$ cat config.mk
export PLATFORM = sky130hd
export DESIGN_NAME = double_ended_queue_top
export DESIGN_NICKNAME = d
export VERILOG_FILES = /design/src/dq_pkg.sv /design/src/double_ended_queue_top.sv /design/src/dq_ram.sv /design/src/dq_ctrl.sv
export SDC_FILE = /design/constraint.sdc
export NUM_CORES = 1
export LEC_CHECK = 0
export BUFFER_PORTS_ARGS = -buffer_cell sky130_fd_sc_hd__clkbuf_2
export CAP_MARGIN = 40
export CORE_MARGIN = 1
export CORE_UTILIZATION = 25
export CTS_CLUSTER_DIAMETER = 100
export DETAILED_ROUTE_END_ITERATION = 8
export SKIP_CTS_REPAIR_TIMING = 1
export SLEW_MARGIN = 10
export SYNTH_ARGS = -nofsm -noshare
export SYNTH_HDL_FRONTEND = slang
export SYNTH_HIERARCHICAL = 1
export SYNTH_SLANG_ARGS = --single-unit
$ cat constraint.sdc
create_clock -name clk -period 9.3 [get_ports clk]
set_input_delay 0.93 -clock clk [delete_from_list [all_inputs] [get_ports clk]]
set_output_delay 0.93 -clock clk [all_outputs]
set_load 0.05 [all_outputs]
$ cat src/dq_pkg.sv
// shared constants, types and index helper for the double-ended queue
`default_nettype none
package dq_pkg;

	localparam int DEPTH  = 16;
	localparam int IDX_W  = $clog2(DEPTH);
	localparam int CNT_W  = $clog2(DEPTH + 1);
	localparam int SUM_W  = CNT_W + 1;
	localparam int DATA_W = 32;

	typedef enum logic [1:0] {
		ACT_PUSH_FRONT = 2'd0,
		ACT_PUSH_BACK  = 2'd1,
		ACT_POP_FRONT  = 2'd2,
		ACT_POP_BACK   = 2'd3
	} action_t;

	typedef enum logic [1:0] {
		ST_DONE      = 2'd0,
		ST_EMPTY_POP = 2'd1,
		ST_FULL_PUSH = 2'd2
	} status_t;

	typedef struct packed {
		logic              wr_en;
		logic [IDX_W-1:0]  wr_addr;
		logic [DATA_W-1:0] wr_data;
		logic              rd_en;
		logic [IDX_W-1:0]  rd_front_addr;
		logic [IDX_W-1:0]  rd_back_addr;
	} ram_req_t;

	typedef struct packed {
		status_t           status;
		logic [CNT_W-1:0]  count;
		logic              fwd_front;
		logic              fwd_back;
		logic [DATA_W-1:0] fwd_data;
	} step_info_t;

	// ring index of a sum below twice the depth
	function automatic logic [IDX_W-1:0] wrap_idx(input logic [SUM_W-1:0] sum);
		logic [SUM_W-1:0] adj;
		begin
			adj = (sum >= SUM_W'(DEPTH)) ? (sum - SUM_W'(DEPTH)) : sum;
			return adj[IDX_W-1:0];
		end
	endfunction

endpackage
`default_nettype wire

$ cat src/double_ended_queue_top.sv
// top level of the bounded double-ended queue with stream ports
// One action word is taken per cycle while s_tready is high; its result word passes
// through stage one and the output register. A stalled output holds one result in
// stage one and one in the output register. The front and back values come from the
// two read ports of the 16-entry ring memory, read in the cycle the action is taken,
// with a just-written word forwarded. A push on a full queue is dropped and a pop on
// an empty queue is ignored, each flagged in status; front and back read zero when empty.
`default_nettype none
module double_ended_queue_top (
	input  wire logic        clk,
	input  wire logic        arst_n,
	input  wire logic        s_tvalid,
	output logic             s_tready,
	input  wire logic [31:0] s_tdata,   // value
	input  wire logic [1:0]  s_tuser,   // action
	output logic             m_tvalid,
	input  wire logic        m_tready,
	output logic      [71:0] m_tdata    // status, is_empty, entry_count, front_value, back_value
);

	logic                      in_fire;
	logic                      valid_s1;
	logic                      adv_s1;
	logic                      out_valid_q;
	logic [71:0]               out_data_q;
	logic [dq_pkg::DATA_W-1:0] rd_front;
	logic [dq_pkg::DATA_W-1:0] rd_back;
	logic [dq_pkg::DATA_W-1:0] front_val;
	logic [dq_pkg::DATA_W-1:0] back_val;
	logic                      is_empty;
	dq_pkg::ram_req_t          ram_req;
	dq_pkg::step_info_t        info_s1;

	assign s_tready = !valid_s1 || !out_valid_q || m_tready;
	assign in_fire  = s_tvalid && s_tready;
	assign adv_s1   = valid_s1 && (!out_valid_q || m_tready);

	dq_ctrl u_ctrl (
		.clk     (clk),
		.arst_n  (arst_n),
		.in_fire (in_fire),
		.action  (s_tuser),
		.value   (s_tdata),
		.ram_req (ram_req),
		.info_s1 (info_s1)
	);

	dq_ram #(
		.DATA_W (dq_pkg::DATA_W),
		.ADDR_W (dq_pkg::IDX_W),
		.DEPTH  (dq_pkg::DEPTH)
	) u_ram (
		.clk       (clk),
		.wr_en     (ram_req.wr_en),
		.wr_addr   (ram_req.wr_addr),
		.wr_data   (ram_req.wr_data),
		.rd_en     (ram_req.rd_en),
		.rd_addr_a (ram_req.rd_front_addr),
		.rd_addr_b (ram_req.rd_back_addr),
		.rd_data_a (rd_front),
		.rd_data_b (rd_back)
	);

	always_comb begin
		is_empty  = (info_s1.count == '0);
		front_val = is_empty ? '0 : (info_s1.fwd_front ? info_s1.fwd_data : rd_front);
		back_val  = is_empty ? '0 : (info_s1.fwd_back ? info_s1.fwd_data : rd_back);
	end

	always_ff @(posedge clk or negedge arst_n) begin
		if (!arst_n) begin
			valid_s1    <= 1'b0;
			out_valid_q <= 1'b0;
		end else begin
			if (in_fire) begin
				valid_s1 <= 1'b1;
			end else if (adv_s1) begin
				valid_s1 <= 1'b0;
			end
			if (adv_s1) begin
				out_valid_q <= 1'b1;
			end else if (m_tready) begin
				out_valid_q <= 1'b0;
			end
		end
	end

	always_ff @(posedge clk) begin
		if (adv_s1) begin
			out_data_q <= {back_val, front_val, info_s1.count, is_empty, info_s1.status};
		end
	end

	assign m_tvalid = out_valid_q;
	assign m_tdata  = out_data_q;

	assert property (@(posedge clk) disable iff (!arst_n)
		m_tvalid && m_tdata[2] |-> m_tdata[71:8] == '0 && m_tdata[7:3] == '0)
		else $error("empty result with nonzero fields");

	assert property (@(posedge clk) disable iff (!arst_n)
		valid_s1 && out_valid_q && !m_tready |-> !s_tready)
		else $error("accepted word with both stages full");

	assert property (@(posedge clk) disable iff (!arst_n)
		m_tvalid |-> m_tdata[1:0] != 2'd3)
		else $error("undefined status code");

endmodule
`default_nettype wire

$ cat src/dq_ram.sv
// generic ram, one write port and two registered read ports
`default_nettype none
module dq_ram #(
	parameter int DATA_W = 32,
	parameter int ADDR_W = 4,
	parameter int DEPTH  = 16
) (
	input  wire logic              clk,
	input  wire logic              wr_en,
	input  wire logic [ADDR_W-1:0] wr_addr,
	input  wire logic [DATA_W-1:0] wr_data,
	input  wire logic              rd_en,
	input  wire logic [ADDR_W-1:0] rd_addr_a,
	input  wire logic [ADDR_W-1:0] rd_addr_b,
	output logic      [DATA_W-1:0] rd_data_a,
	output logic      [DATA_W-1:0] rd_data_b
);

	logic [DATA_W-1:0] mem [DEPTH];

	always_ff @(posedge clk) begin
		if (wr_en) begin
			mem[wr_addr] <= wr_data;
		end
	end

	always_ff @(posedge clk) begin
		if (rd_en) begin
			rd_data_a <= mem[rd_addr_a];
			rd_data_b <= mem[rd_addr_b];
		end
	end

endmodule
`default_nettype wire

$ cat src/dq_ctrl.sv
// head and count update, ram commands and forwarding info for one action
`default_nettype none
module dq_ctrl (
	input  wire logic                       clk,
	input  wire logic                       arst_n,
	input  wire logic                       in_fire,
	input  wire logic [1:0]                 action,
	input  wire logic [dq_pkg::DATA_W-1:0]  value,
	output dq_pkg::ram_req_t                ram_req,
	output dq_pkg::step_info_t              info_s1
);

	logic [dq_pkg::IDX_W-1:0] head_q;
	logic [dq_pkg::CNT_W-1:0] count_q;
	logic [dq_pkg::IDX_W-1:0] head_n;
	logic [dq_pkg::CNT_W-1:0] count_n;
	logic [dq_pkg::IDX_W-1:0] head_dec;
	logic [dq_pkg::IDX_W-1:0] head_inc;
	logic [dq_pkg::IDX_W-1:0] tail_slot;
	logic                     full;
	logic                     empty;
	logic                     wr_en;
	logic [dq_pkg::IDX_W-1:0] wr_addr;
	logic [dq_pkg::IDX_W-1:0] back_addr;
	dq_pkg::status_t          status;
	dq_pkg::action_t          act;

	always_comb begin
		act      = dq_pkg::action_t'(action);
		full     = (count_q == dq_pkg::CNT_W'(dq_pkg::DEPTH));
		empty    = (count_q == '0);
		head_dec = (head_q == '0) ? dq_pkg::IDX_W'(dq_pkg::DEPTH - 1) : (head_q - 1'b1);
		head_inc = dq_pkg::wrap_idx(dq_pkg::SUM_W'(head_q) + dq_pkg::SUM_W'(1));
		tail_slot = dq_pkg::wrap_idx(dq_pkg::SUM_W'(head_q) + dq_pkg::SUM_W'(count_q));
		head_n   = head_q;
		count_n  = count_q;
		wr_en    = 1'b0;
		wr_addr  = tail_slot;
		status   = dq_pkg::ST_DONE;
		unique case (act)
			dq_pkg::ACT_PUSH_FRONT: begin
				if (full) begin
					status = dq_pkg::ST_FULL_PUSH;
				end else begin
					head_n  = head_dec;
					wr_addr = head_dec;
					wr_en   = 1'b1;
					count_n = count_q + 1'b1;
				end
			end
			dq_pkg::ACT_PUSH_BACK: begin
				if (full) begin
					status = dq_pkg::ST_FULL_PUSH;
				end else begin
					wr_en   = 1'b1;
					count_n = count_q + 1'b1;
				end
			end
			dq_pkg::ACT_POP_FRONT: begin
				if (empty) begin
					status = dq_pkg::ST_EMPTY_POP;
				end else begin
					head_n  = head_inc;
					count_n = count_q - 1'b1;
				end
			end
			dq_pkg::ACT_POP_BACK: begin
				if (empty) begin
					status = dq_pkg::ST_EMPTY_POP;
				end else begin
					count_n = count_q - 1'b1;
				end
			end
		endcase
		back_addr = dq_pkg::wrap_idx(dq_pkg::SUM_W'(head_n) + dq_pkg::SUM_W'(count_n)
			- dq_pkg::SUM_W'(1));

		ram_req.wr_en         = in_fire & wr_en;
		ram_req.wr_addr       = wr_addr;
		ram_req.wr_data       = value;
		ram_req.rd_en         = in_fire;
		ram_req.rd_front_addr = head_n;
		ram_req.rd_back_addr  = back_addr;
	end

	always_ff @(posedge clk or negedge arst_n) begin
		if (!arst_n) begin
			head_q  <= '0;
			count_q <= '0;
		end else if (in_fire) begin
			head_q  <= head_n;
			count_q <= count_n;
		end
	end

	// a word written this cycle is not yet visible to the same-cycle read
	always_ff @(posedge clk) begin
		if (in_fire) begin
			info_s1.status    <= status;
			info_s1.count     <= count_n;
			info_s1.fwd_front <= wr_en && (wr_addr == head_n);
			info_s1.fwd_back  <= wr_en && (wr_addr == back_addr);
			info_s1.fwd_data  <= value;
		end
	end

	assert property (@(posedge clk) disable iff (!arst_n)
		count_q <= dq_pkg::CNT_W'(dq_pkg::DEPTH))
		else $error("count above depth");

	assert property (@(posedge clk) disable iff (!arst_n)
		in_fire && !action[1] && full |=> count_q == dq_pkg::CNT_W'(dq_pkg::DEPTH))
		else $error("dropped push changed count");

	assert property (@(posedge clk) disable iff (!arst_n)
		in_fire && action[1] && empty |=> count_q == '0 && $stable(head_q))
		else $error("pop on empty changed state");

	assert property (@(posedge clk) disable iff (!arst_n)
		in_fire && !action[1] && !full |=> count_q == $past(count_q) + 1'b1)
		else $error("push did not grow count");

endmodule
`default_nettype wire

==> summary.txt <==
Setup crit end kind: flop
root buf cell: clkbuf_16
total CTS buffers: 78
WL per Instance: 24.2 um
max_cap viols: 0
Hold Fails Final Rpt: 0
clk sink count: 700
critical-path cell list: inv_1, ha_1, nor4b_4, and3_2, a211oi_2, o21ai_4, buf_4, buf_12, or2_2, nand2_1, ha_4, fa_1, xnor2_1, xnor2_1, xnor2_1, nor2b_4, buf_4, a22oi_1, nand2_1
first-pass GRT wire length: 121 mm
share of cells above drive strength 1: 0.326
worst slew pin tran: 1.12 ns
Hold Slack: 0.183 ns
Clock Tree Buf Depth: 3
crit path from: u_ctrl/count_q[1]
asr flop ratio synth: 0.0157
number of synthesized flops with an enable pin: 689
Layout Nets: 1748
H-tree depth: 3
Yosys cell types: 55
via count: 16435
total grt overflow: 0
top cells by area, synth: edfxtp_1 (67%), mux4_2 (19%), a22oi_1 (3.1%), mux2i_1 (2.2%), buf_4 (1.5%)
RSZ-0062 raised after global routing: false
pwr/cell area: 404 nW/um2
Die H: 354 um
DR vias/cell: 4.86
Avg Synthesized Cell Area: 19.3 um2
ANT nets after route: 0
Fmax: 167 MHz
Multi-input gate area: 9310 um2
Synth top area share: 0.668
sequential share of the synthesized area: 0.677
vias in the first global route: 17551
Synth Register Bits: 700
CTS tree: built
CP delay by family, top: simple AND/OR/NAND/NOR gates
status: complete, no violations
drt drc: 0
Initial Utilization: 0.253
initial antenna violation count: 6
crit path kind: flop to flop
FF/Latch Area: 21000 um2
Syn-to-layout area delta: 16.2%
R2R Setup Slk: 3.30 ns
largest net degree at the start of global routing: 107
CP max-delay cell: nor2b_4
RD Place Congestion: 0.752
filler instances: 12008
Worst Path Buf+Inv: 4
worst vdd ir: 0.640 mV
fin crit share: 0.646
Critical Path RT: 9.79 ns
Total Wirelength: 82.0 mm
drt pass-1 iters: 5
total die area: 125000 um2
DP Area: 33400 um2
worst r2r src: u_ctrl/count_q[1]
Worst Clk Skew: 0.0217 ns
FP Rows: 128
Max transition margin: 0.256
total power: 14.6 mW
Total GRT Usage: 0.131
area of the core: 122000 um2
Worst Hold Class: input pin to async pin
most frequent CP cell: xnor2_1
TNS Setup: 0 ns
Tmin final: 6.00 ns
Syn Nets: 1659
P_leak: 11.6 nW
Final Setup Violations: 0
die outline width: 354 um
startpoint types: flop
Synth Warn #: 6
CP max FO: 37
# IOs: 112
Post-synth top flop: edfxtp_1
final slew viol count: 0
Critical Path AT: 6.50 ns
hpwl dp: 45.7 mm
drt first-iter violations: 1508
Syn Inst Count: 1608
Worst-path clk slew: 0.06 ns
leading area contributor after synthesis: edfxtp_1
Skew-Pair Late Insertion Delay: 0.62 ns
synthesized area: 31000 um2
CP max stage delay: 0.69 ns
post-layout instance area: 36000 um2
Buffers on Ports: 111
-- layout by cell type (no fill, tap or decap), types with 3 or more instances in the layout --
cell	n
xnor2_1	17
nor2_4	14
buf_16	5
clkinv_1	13
xor2_1	3
nand2b_1	7
nor2_1	16
buf_4	39
mux2i_1	68
diode_2	3
bufinv_16	8
dfrtp_1	11
ha_1	10
nand3b_1	4
mux4_2	256
nor2b_4	4
nand2_1	76
clkinvlp_4	5
clkbuf_1	12
clkinv_2	11
a21oi_1	74
nand3_1	3
inv_1	17
edfxtp_1	689
nor3_1	5
clkinv_4	3
clkbuf_2	111
and2_1	3
o21ai_0	4
nor3_2	4
clkbuf_16	80
a22oi_1	128
-- path summary, 6_finish.rpt --
check | end | depth (start not counted)
max in group asynchronous | u_ctrl/head_q[3] | 1
worst min register to register | m_tdata[1] | 0
worst min-delay path | u_ctrl/count_q[1] | 1
worst max-delay path | u_ram/rd_data_b[16] | 19
worst max register to register | u_ram/rd_data_b[16] | 19
min in group clk | m_tdata[1] | 0
-- Yosys cell counts (2+ instances only) --
library cell / n
a22oi_1: 128
nor2_1: 30
buf_4: 62
and2_1: 5
nand3_1: 3
a21o_1: 2
edfxtp_1: 689
nand2b_1: 7
clkbuf_1: 45
mux2i_1: 68
nor3_1: 9
nor2b_1: 6
inv_1: 19
buf_6: 2
nor4_1: 2
nor4b_1: 2
ha_1: 11
nand3b_1: 4
xor2_1: 3
xnor2_1: 17
dfrtp_1: 11
o22ai_1: 2
nand2_1: 76
buf_2: 22
mux4_2: 256
a21oi_1: 74
o21bai_1: 2
fa_1: 2
o21ai_0: 4
a31o_2: 2
buf_1: 19
-- logic make-up after synthesis --
kind of cell / after synthesis / share of synthesized area
xor+xnor: 21 / 0.00638
flops: 700 / 0.677
simple gates: 156 / 0.0245
buf+inv: 169 / 0.0294
compound gates: 223 / 0.0486
mux: 326 / 0.209
fa+ha+maj: 13 / 0.00573
-- report_power, final --
part | leakage, nW | internal (mW) | switching, mW
sequential | 6.45 | 4.24 | 0.214
combinational | 3.91 | 2.75 | 4.28
clock | 1.24 | 1.82 | 1.25
-- worst reg2reg max path: stages, from the launching register on --
cell and delay (ns):
dfrtp_1 0.46, inv_1 0.18, ha_1 0.28, nor4b_4 0.55, and3_2 0.29, a211oi_2 0.07
o21ai_4 0.09, buf_4 0.47, buf_12 0.32, or2_2 0.20, nand2_1 0.09, ha_4 0.17
fa_1 0.37, xnor2_1 0.19, xnor2_1 0.14, xnor2_1 0.55, nor2b_4 0.69, buf_4 0.49
a22oi_1 0.17, nand2_1 0.09
-- per-stage QoR --
| stage | instances | util | worst slack [ns] |
|---|---|---|---|
| floorplan | 1608 | - | 2.96 |
| global placement | 3234 | 0.272 | 3.05 |
| detailed placement | 3241 | 0.273 | 3.26 |
| CTS | 3380 | 0.294 | 3.36 |
| global route | 3382 | 0.294 | 2.96 |
| finish | 3384 | 0.294 | 3.30 |
-- sequential cells by signal, indices dropped and copies added (netlist names) --
name	cells
u_ram/mem	512
m_tdata	72
u_ctrl/info_s1	41
u_ram/rd_data_a	32
u_ram/rd_data_b	32
u_ctrl/count_q	5
u_ctrl/head_q	4
m_tvalid	1
valid_s1	1
-- area by class of cell --
type / instances / share of cell area
diodes: 3 / 0.000209
clock buffers: 94 / 0.0576
clock inverters: 45 / 0.0131
inverters: 19 / 0.00219
multi-input cells: 739 / 0.259
flip-flops and latches: 700 / 0.582
well taps: 1625 / 0.0565
repair buffers: 159 / 0.0293
-- metal layers --
layer,global-route usage,wire length [um],up-vias
li1,-,-,6884
met1,0.177,34500,8767
met2,0.212,39900,652
met3,0.0241,5900,124
met4,0.0405,1740,8
met5,0,45,-
No activity file was read; power rests on OpenSTA's default activity.
